===== config.mk =====
export PLATFORM = sky130hd
export DESIGN_NAME = tx_cell_pdr_relocation_tracker_core
export DESIGN_NICKNAME = d
export VERILOG_FILES = /design/src/rtl/tcprt_pkg.sv /design/src/rtl/tcprt_div.sv /design/src/rtl/tx_cell_pdr_relocation_tracker_core.sv
export VERILOG_INCLUDE_DIRS = /design/src /design/src/rtl
export SDC_FILE = /design/constraint.sdc
export NUM_CORES = 2
export LEC_CHECK = 0
export ABC_AREA = 1
export BUFFER_PORTS_ARGS = -buffer_cell sky130_fd_sc_hd__buf_2
export CORE_ASPECT_RATIO = 1.25
export CORE_UTILIZATION = 30
export CTS_BUF_LIST = sky130_fd_sc_hd__clkbuf_16
export CTS_CLUSTER_DIAMETER = 40
export DETAILED_ROUTE_END_ITERATION = 16
export PLACE_DENSITY = 0.48
export SETUP_SLACK_MARGIN = 0.15
export SLEW_MARGIN = 20
export SYNTH_ARGS = -nofsm -noshare
export SYNTH_HDL_FRONTEND = slang
export SYNTH_HIERARCHICAL = 1
export SYNTH_SLANG_ARGS = --single-unit

===== constraint.sdc =====
create_clock -name i_clk -period 5.83 [get_ports i_clk]
set_input_delay 0.583 -clock i_clk [delete_from_list [all_inputs] [get_ports i_clk]]
set_output_delay 0.583 -clock i_clk [all_outputs]
set_load 0.02 [all_outputs]

===== src/rtl/tx_cell_pdr_relocation_tracker_core_defines.svh =====
// Assertion macros used by the tracker RTL.
`ifndef TX_CELL_PDR_RELOCATION_TRACKER_CORE_DEFINES_SVH
`define TX_CELL_PDR_RELOCATION_TRACKER_CORE_DEFINES_SVH
// Implication checked on every clock edge outside reset.
`define TCPRT_ASSERT_IMP(label, clk, rst_n, a, c) \
    label: assert property (@(posedge clk) disable iff (!rst_n) (a) |-> (c)) \
        else $error("assertion failed");
// Next-cycle implication checked outside reset.
`define TCPRT_ASSERT_NXT(label, clk, rst_n, a, c) \
    label: assert property (@(posedge clk) disable iff (!rst_n) (a) |=> (c)) \
        else $error("assertion failed");
`endif


===== src/rtl/tcprt_pkg.sv =====
// Package with payload types, codes and constants of the cell tracker.
package tcprt_pkg;
    localparam int MaxCells = 16;
    localparam int IdxW = $clog2(MaxCells);
    localparam int CntW = $clog2(MaxCells + 1);

    localparam logic [2:0] FUNC_ADD     = 3'd0;
    localparam logic [2:0] FUNC_REMOVE  = 3'd1;
    localparam logic [2:0] FUNC_REPORT  = 3'd2;
    localparam logic [2:0] FUNC_PROPOSE = 3'd3;
    localparam logic [2:0] FUNC_CLEAR   = 3'd4;

    localparam logic [1:0] ST_OK       = 2'd0;
    localparam logic [1:0] ST_FULL     = 2'd1;
    localparam logic [1:0] ST_NOTFOUND = 2'd2;

    localparam logic [0:0] CFG_MIN_TX = 1'd0;
    localparam logic [0:0] CFG_MARGIN = 1'd1;

    typedef struct packed {
        logic [2:0]  func;
        logic [15:0] slot;
        logic [7:0]  chan;
        logic [7:0]  tx_attempts;
        logic        tx_acked;
    } t_in_item;

    typedef struct packed {
        logic [1:0]  status;
        logic        found;
        logic [15:0] cell_slot;
        logic [7:0]  cell_channel;
        logic [4:0]  cell_count;
    } t_out_item;

    // Request to the divider and its answer.
    typedef struct packed {
        logic        start;
        logic [14:0] dividend;
        logic [7:0]  divisor;
    } t_div_req;

    typedef struct packed {
        logic        done;
        logic [14:0] quotient;
    } t_div_rsp;
endpackage


===== src/rtl/tcprt_div.sv =====
// Restoring divider, one quotient bit per cycle.
module tcprt_div (
    input  logic               i_clk,
    input  logic               i_rst_n,
    input  tcprt_pkg::t_div_req i_req,
    output tcprt_pkg::t_div_rsp o_rsp
);
    import tcprt_pkg::*;

    logic [14:0] r_quo, n_quo;
    logic [7:0]  r_rem, n_rem;
    logic [7:0]  r_dvs;
    logic [3:0]  r_cnt;
    logic        r_busy, r_done;
    logic [8:0]  trial;

    always_comb begin
        trial = {r_rem, r_quo[14]} - {1'b0, r_dvs};
        n_quo = {r_quo[13:0], 1'b0};
        n_rem = {r_rem[6:0], r_quo[14]};
        if (!trial[8]) begin
            n_quo[0] = 1'b1;
            n_rem = trial[7:0];
        end
    end

    always_ff @(posedge i_clk) begin
        if (!i_rst_n) begin
            r_busy <= 1'b0;
            r_done <= 1'b0;
            r_cnt <= '0;
        end else begin
            r_done <= 1'b0;
            if (i_req.start) begin
                r_busy <= 1'b1;
                r_cnt <= 4'd0;
                r_quo <= i_req.dividend;
                r_rem <= '0;
                r_dvs <= i_req.divisor;
            end else if (r_busy) begin
                r_quo <= n_quo;
                r_rem <= n_rem;
                r_cnt <= r_cnt + 4'd1;
                if (r_cnt == 4'd14) begin
                    r_busy <= 1'b0;
                    r_done <= 1'b1;
                end
            end
        end
    end

    // The 9-bit trial keeps the carry; remainder never exceeds the divisor.
    assign o_rsp.done = r_done;
    assign o_rsp.quotient = r_quo;
endmodule


===== src/rtl/tx_cell_pdr_relocation_tracker_core.sv =====
// Top level of the transmit-cell delivery-ratio tracker.
//
//  Channel | Direction | Handshake              | Payload
//  in      | input     | i_in_valid / o_in_stall | i_in_data  (t_in_item)
//  out     | output    | o_out_valid / i_out_stall | o_out_data (t_out_item)
//  cfg     | input     | i_cfg_we               | i_cfg_index, i_cfg_data
//
// One transfer at a time: an add or remove walks the table one entry per
// cycle, a report walks one attempt per cycle and a propose runs each
// eligible entry in turn through the bit-serial divider.
// Reset is synchronous, clears the entry count and sets the configuration
// registers to their defaults; the input is stalled while reset is held.
// The input is stalled while an item is at work or its result waits;
// a stalled result holds until the transfer completes.
module tx_cell_pdr_relocation_tracker_core (
    input  logic                  i_clk,
    input  logic                  i_rst_n,
    input  logic                  i_in_valid,
    output logic                  o_in_stall,
    input  tcprt_pkg::t_in_item   i_in_data,
    output logic                  o_out_valid,
    input  logic                  i_out_stall,
    output tcprt_pkg::t_out_item  o_out_data,
    input  logic                  i_cfg_we,
    input  logic [0:0]            i_cfg_index,
    input  logic [7:0]            i_cfg_data
);
    import tcprt_pkg::*;
    `include "tx_cell_pdr_relocation_tracker_core_defines.svh"

    typedef enum logic [3:0] {
        S_IDLE, S_FIND, S_SHIFT, S_WRITE, S_REM_FIND, S_REM_SHIFT,
        S_REP_FIND, S_REP_ACK, S_REP_WALK, S_PR_LOOK, S_PR_WAIT, S_DONE
    } t_state;

    t_state      r_state;
    t_in_item    r_item;
    t_out_item   r_out;
    logic [7:0]  r_min_tx;
    logic [6:0]  r_margin;
    logic [CntW-1:0] r_total;
    logic [CntW-1:0] r_i;
    logic [IdxW-1:0] r_cur, r_worst;
    logic [7:0]  r_att;
    logic [14:0] r_best, r_low;
    logic        r_any;

    logic [15:0] r_slot [MaxCells];
    logic [7:0]  r_chan [MaxCells];
    logic [7:0]  r_tx   [MaxCells];
    logic [7:0]  r_ack  [MaxCells];

    t_div_req div_req;
    t_div_rsp div_rsp;
    logic [IdxW-1:0] i_idx, prev_idx, next_idx;
    logic [14:0] diff;
    t_out_item   idle_out;

    tcprt_div u_div (.i_clk(i_clk), .i_rst_n(i_rst_n), .i_req(div_req), .o_rsp(div_rsp));

    assign i_idx = r_i[IdxW-1:0];
    assign prev_idx = i_idx - IdxW'(1);
    assign next_idx = i_idx + IdxW'(1);
    assign diff = r_best - r_low;

    always_comb begin
        div_req.start = (r_state == S_PR_LOOK) && (r_i < r_total) &&
                        (r_tx[i_idx] != 8'd0) && (r_tx[i_idx] >= r_min_tx);
        div_req.dividend = 15'(r_ack[i_idx]) * 15'd100;
        div_req.divisor = r_tx[i_idx];
    end

    // Result fields already known when an item is taken; later states fill in the rest.
    always_comb begin
        idle_out = '0;
        idle_out.cell_count = 5'(r_total);
        case (i_in_data.func)
            FUNC_ADD: begin
                if (r_total >= CntW'(MaxCells)) begin
                    idle_out.status = ST_FULL;
                end
            end
            FUNC_CLEAR: idle_out.cell_count = '0;
            default: ;
        endcase
    end

    assign o_in_stall = !i_rst_n || (r_state != S_IDLE);
    assign o_out_valid = (r_state == S_DONE);
    assign o_out_data = r_out;

    always_ff @(posedge i_clk) begin
        if (!i_rst_n) begin
            r_state <= S_IDLE;
            r_total <= '0;
            r_min_tx <= 8'd128;
            r_margin <= 7'd50;
        end else begin
            if (i_cfg_we) begin
                case (i_cfg_index)
                    CFG_MIN_TX: r_min_tx <= i_cfg_data;
                    CFG_MARGIN: r_margin <= i_cfg_data[6:0];
                    default: ;
                endcase
            end
            case (r_state)
                S_IDLE: begin
                    if (i_in_valid) begin
                        r_item <= i_in_data;
                        r_out <= idle_out;
                        r_i <= '0;
                        r_any <= 1'b0;
                        case (i_in_data.func)
                            FUNC_ADD: begin
                                if (r_total >= CntW'(MaxCells)) begin
                                    r_state <= S_DONE;
                                end else begin
                                    r_state <= S_FIND;
                                end
                            end
                            FUNC_REMOVE:  r_state <= S_REM_FIND;
                            FUNC_REPORT:  r_state <= S_REP_FIND;
                            FUNC_PROPOSE: r_state <= S_PR_LOOK;
                            FUNC_CLEAR: begin
                                r_total <= '0;
                                r_state <= S_DONE;
                            end
                            default: r_state <= S_DONE;
                        endcase
                    end
                end
                S_FIND: begin
                    if (r_i < r_total && r_slot[i_idx] >= r_item.slot) begin
                        r_i <= r_i + CntW'(1);
                    end else begin
                        r_cur <= i_idx;
                        r_i <= r_total;
                        r_state <= S_SHIFT;
                    end
                end
                S_SHIFT: begin
                    // Shift entries up by one from the tail down to the slot found.
                    if (i_idx != r_cur) begin
                        r_slot[i_idx] <= r_slot[prev_idx];
                        r_chan[i_idx] <= r_chan[prev_idx];
                        r_tx[i_idx] <= r_tx[prev_idx];
                        r_ack[i_idx] <= r_ack[prev_idx];
                        r_i <= r_i - CntW'(1);
                    end else begin
                        r_state <= S_WRITE;
                    end
                end
                S_WRITE: begin
                    r_slot[r_cur] <= r_item.slot;
                    r_chan[r_cur] <= r_item.chan;
                    r_tx[r_cur] <= '0;
                    r_ack[r_cur] <= '0;
                    r_total <= r_total + CntW'(1);
                    r_out.cell_count <= 5'(r_total + CntW'(1));
                    r_state <= S_DONE;
                end
                S_REM_FIND: begin
                    if (r_i >= r_total) begin
                        r_out.status <= ST_NOTFOUND;
                        r_state <= S_DONE;
                    end else if (r_slot[i_idx] == r_item.slot &&
                                 r_chan[i_idx] == r_item.chan) begin
                        r_state <= S_REM_SHIFT;
                    end else begin
                        r_i <= r_i + CntW'(1);
                    end
                end
                S_REM_SHIFT: begin
                    if (r_i + CntW'(1) < r_total) begin
                        r_slot[i_idx] <= r_slot[next_idx];
                        r_chan[i_idx] <= r_chan[next_idx];
                        r_tx[i_idx] <= r_tx[next_idx];
                        r_ack[i_idx] <= r_ack[next_idx];
                        r_i <= r_i + CntW'(1);
                    end else begin
                        r_total <= r_total - CntW'(1);
                        r_out.cell_count <= 5'(r_total - CntW'(1));
                        r_state <= S_DONE;
                    end
                end
                S_REP_FIND: begin
                    if (r_total == '0) begin
                        r_out.status <= ST_NOTFOUND;
                        r_state <= S_DONE;
                    end else if (r_i < r_total) begin
                        if (r_slot[i_idx] <= r_item.slot) begin
                            r_att <= r_item.tx_attempts;
                            r_cur <= i_idx;
                            r_state <= S_REP_ACK;
                        end else begin
                            r_i <= r_i + CntW'(1);
                        end
                    end else if (r_item.tx_attempts <= 8'd1) begin
                        r_out.status <= ST_NOTFOUND;
                        r_state <= S_DONE;
                    end else begin
                        r_att <= r_item.tx_attempts - 8'd1;
                        r_cur <= '0;
                        r_state <= S_REP_ACK;
                    end
                end
                S_REP_ACK: begin
                    if (r_item.tx_acked && r_ack[r_cur] != 8'd255) begin
                        r_ack[r_cur] <= r_ack[r_cur] + 8'd1;
                    end
                    r_state <= S_REP_WALK;
                end
                S_REP_WALK: begin
                    if (r_att == 8'd0) begin
                        r_state <= S_DONE;
                    end else begin
                        if (r_tx[r_cur] == 8'd255) begin
                            r_tx[r_cur] <= 8'd128;
                            r_ack[r_cur] <= {1'b0, r_ack[r_cur][7:1]};
                        end else begin
                            r_tx[r_cur] <= r_tx[r_cur] + 8'd1;
                        end
                        r_att <= r_att - 8'd1;
                        if (CntW'(r_cur) + CntW'(1) >= r_total) begin
                            r_cur <= '0;
                        end else begin
                            r_cur <= r_cur + IdxW'(1);
                        end
                    end
                end
                S_PR_LOOK: begin
                    if (r_i >= r_total) begin
                        if (r_any && diff > 15'(r_margin)) begin
                            r_out <= '{status: r_out.status, found: 1'b1,
                                       cell_slot: r_slot[r_worst],
                                       cell_channel: r_chan[r_worst],
                                       cell_count: r_out.cell_count};
                        end
                        r_state <= S_DONE;
                    end else if (div_req.start) begin
                        r_state <= S_PR_WAIT;
                    end else begin
                        r_i <= r_i + CntW'(1);
                    end
                end
                S_PR_WAIT: begin
                    if (div_rsp.done) begin
                        if (!r_any || div_rsp.quotient > r_best) begin
                            r_best <= div_rsp.quotient;
                        end
                        if (!r_any || div_rsp.quotient < r_low) begin
                            r_low <= div_rsp.quotient;
                            r_worst <= i_idx;
                        end
                        r_any <= 1'b1;
                        r_i <= r_i + CntW'(1);
                        r_state <= S_PR_LOOK;
                    end
                end
                S_DONE: begin
                    if (!i_out_stall) begin
                        r_state <= S_IDLE;
                    end
                end
                default: r_state <= S_IDLE;
            endcase
        end
    end

    `TCPRT_ASSERT_IMP(a_count_range, i_clk, i_rst_n, 1'b1, r_total <= CntW'(MaxCells))
    `TCPRT_ASSERT_IMP(a_div_only_propose, i_clk, i_rst_n, div_req.start, r_state == S_PR_LOOK)
    `TCPRT_ASSERT_NXT(a_result_holds, i_clk, i_rst_n, o_out_valid && i_out_stall,
                      o_out_valid && $stable(o_out_data))
endmodule


==> results by group <==
Run status
  – Status: complete, no violations

Placed design
  – DP HPWL: 128000 um
  – Buffers added on ports: 83
  – Gp weighted congestion: 0.871
  – Place WS: between 0.9 and 1 ns

Critical path
  – CP startpoint kind: flop
  – Most used cell, CP: nand2_1
  – Crit path max fanout: 39
  – CP peak stage delay: 0.68 ns
  – Crit Path Class: reg -> reg
  – Critical-path cell list: inv_4, o21ai_0, o21ai_0, o221ai_1, nand2_1, ha_1, ha_1, inv_1, fa_1, inv_1, ha_1, a21oi_1, nand2_1, a21oi_1, inv_1, a21oi_1, nor2_1, o21ai_0, nand2_1, xor2_1, nand2_1, nand2_1
  – Critical Path RT: 6.38 ns
  – CP Capture Type: flop
  – Worst EP arrival: 5.39 ns
  – Slowest-stage cell, CP: dfxtp_4

Detailed routing
  – Post-route DRC: 0
  – Wire length on met2: 100000 um
  – Met1 Wirelength: 86000 um
  – Initial DRC count: 4551
  – Total Wirelength: 210000 um
  – Pre-antenna DRT Iters: 8
  – Post-DRT Antenna Nets: 0
  – Via count: 49200
  – Via density: 5.48
  – Top sig layer: met5
  – Wire per inst: 23.4 um
  – Met3 WL: 13500 um

STA
  – Fmax achieved: 207 MHz
  – Final WS setup: 0.990 ns
  – WHS: a little over 0.09 ns
  – Setup-failing EPs final: 0
  – Min Tclk post-route: 4.84 ns
  – Final period utilization: 0.830
  – Setup TNS: 0 ns
  – Final hold vios: 0
  – Slew HR: 0.280
  – RSZ-0062 raised after global routing: no
  – Worst Skew: 0.0410 ns
  – Worst-margin pin slew: between 1 and 1.5 ns
  – Max-slew violation count: 0

Power and ir drop
  – Sw Ratio: 0.478
  – Sw power: 0.0200 W
  – Peak VDD IR: 1150 uV
  – P per Cell Area: between 600 and 700 mW/mm^2
  – Clk pwr share: 0.214
  – Sequential share of power: 0.251
  – Leak Pwr: 23.6 nW
  – Gate power share: 0.535
  – Int Power: 0.0219 W

Global routing
  – Largest net degree at the start of global routing: 191
  – Global-route wire length before repair: 304000 um
  – Overflow left after global routing: 0
  – GR Util All Layers: 0.230
  – Initial antenna violation count: 5
  – Vias in the first global route: ~46000

Synth
  – Simple logic cell fraction of the synthesized area: 0.172
  – Yosys reg bits: 830
  – Post-Synth XOR/XNOR Area: 0.00945
  – Syn avg cell area: about 8.1 um^2
  – Main flop type after synthesis: edfxtp_1
  – Sequential area share after synthesis: 0.464
  – Largest family of logic cells by synthesized area: compound AO/OA/AOI/OAI gates
  – Compound-Gate Fraction of Synth Area: 0.237
  – Synth warnings: 6
  – Post-synth EDFFs: 788
  – Cell count after synthesis: 6537
  – Unique masters post-synth: 63
  – Post-synth ARST share: 0
  – Mux cell area share after synthesis: 0.000190
  – Adder-Cell Fraction of Synth Area: 0.0352
  – Synth Cell Area: between 0.05 and 0.06 mm^2

Clocking
  – Clk root buf: clkbuf_16
  – CTS sink cnt: 830
  – TritonCTS clock tree: yes
  – Clock Latency Late Sink: approximately 0.81 ns
  – H-tree depth: 4
  – Clk slew on worst S/H paths: 0.05 ns
  – CTS resizes: 0
  – TritonCTS Buffers: about 150
  – Clk buf depth: 3

Min path
  – HP Class: in -> reg
  – Hold Crit Start: i_cfg_data[6]

Die
  – Die Span Y: ~470 um
  – DIE AREA: 0.178 mm^2
  – # rows: roughly 170
  – Starting Density: 0.303
  – Core Area: 0.174 mm^2
  – Io pins: 84
  – Chip width: 377 um

Final layout
  – Share of cells above drive strength 1: 0.0951
  – Nets@finish: 6703
  – End-of-flow core utilization: 0.354
  – Area growth from synthesis to final layout: 16.7%

Run
  – Max cap viols: 0
[cells by family after synthesis]
kind of cell | Yosys count
simple gates | 2164
xor+xnor | 57
buf+inv | 1117
fa+ha+maj | 145
mux | 1
flops | 830
other cells | 1
compound gates | 2222
[Yosys cell counts, types with 17 or more instances]
cell type	count	area share
a21oi_1	606	0.057
a31oi_1	30	0.0036
buf_1	43	0.0031
buf_2	75	0.0071
clkbuf_1	350	0.025
dfxtp_1	42	0.016
edfxtp_1	788	0.45
ha_1	139	0.033
inv_1	617	0.044
nand2_1	1225	0.087
nand3_1	467	0.044
nand4_1	22	0.0026
nor2_1	356	0.025
nor3_1	17	0.0016
o211ai_1	308	0.044
o21ai_0	1085	0.10
o21ai_1	26	0.0025
o221ai_1	57	0.0095
o311ai_0	45	0.0075
or2_2	25	0.0030
xnor2_1	22	0.0036
xor2_1	35	0.0058
[critical path: cells and delay by family, from the launching register on]
family | cells | cell delay, ns
fa+ha+maj | 4 | 1.46
compound gates | 7 | 1.20
flops | 1 | 0.68
simple gates | 6 | 0.62
buf+inv | 4 | 0.45
xor+xnor | 1 | 0.15
[layer usage]
layer | vias up | track usage
met4 | 2 | 0.114
met1 | 23500 | 0.288
met5 | - | 0
met3 | 545 | 0.0307
met2 | 2124 | 0.387
li1 | 23000 | -
[cell type report]
class                      instances  area (um^2)
clock inverter                   126         1340
antenna                            4         10.0
sequential                       830        24500
tap                             2335         2920
clock buffer                     153         3830
multi-input combinational       4591        24100
fill                           18000       113000
inverter                         631         2400
timing repair buffer             303         2470
[flip-flops by register name, indices dropped and copies added, names as in the netlist, 8 cells and up, named ones only]
signal       flops
r_att            8
r_tx           128
r_ack          128
r_min_tx         8
r_item          33
o_out_data      32
u_div/r_dvs      8
r_low           15
r_best          15
r_chan         128
u_div/r_quo     15
u_div/r_rem      8
r_slot         256
[placed cells by master, fill, tap and decap left out, types with 26 or more instances in the layout]
| cell | instances |
|---|---|
| nand3_1 | 467 |
| edfxtp_1 | 788 |
| dfxtp_1 | 31 |
| o311ai_0 | 45 |
| o21ai_0 | 1084 |
| nor2_1 | 350 |
| o21ai_1 | 27 |
| nand2_1 | 1224 |
| clkbuf_16 | 153 |
| ha_1 | 138 |
| o221ai_1 | 57 |
| buf_4 | 157 |
| dlygate4sd3_1 | 38 |
| inv_1 | 618 |
| a31oi_1 | 26 |
| buf_2 | 83 |
| xor2_1 | 32 |
| a21oi_1 | 605 |
| o211ai_1 | 308 |
[path summary, 6_finish.rpt]
path | end | slack, ns | cells past startpoint
worst max-delay path | u_div/r_quo[13]$_DFFE_PP_ | 0.99 | 22
worst min-delay path | r_margin[6]$_SDFFE_PN0P_ | 0.09 | 3
worst max register to register | u_div/r_quo[13]$_DFFE_PP_ | 0.99 | 22
worst min register to register | flop | 0.46 | 2
[through the flow]
step                      area [um^2]  total power (W)  std cells
after CTS                       61600           0.0418       8969
final                           61600           0.0419       8973
after floorplan                 52800           0.0246       6538
after detailed placement        56100           0.0327       8652
after global placement          56000           0.0326       8651
after global routing            61600           0.0444       8970
[power by group through the flow]
stage	clock network [W]	registers (W)	logic (W)
3_5_place_dp	0	0.0106	0.0221
2_1_floorplan	0	0.0103	0.0144
4_1_cts	0.00913	0.0105	0.0222
5_1_grt	0.00936	0.0106	0.0245
3_3_place_gp	0	0.0106	0.0220
6_report	0.00899	0.0105	0.0224
[repair_timing]
action / in CTS / in global routing
setup buffers: 0 / 0
hold buffers: 38 / 0
endpoints found under the hold margin: 39 / 0
No activity file was read; power rests on OpenSTA's default activity.
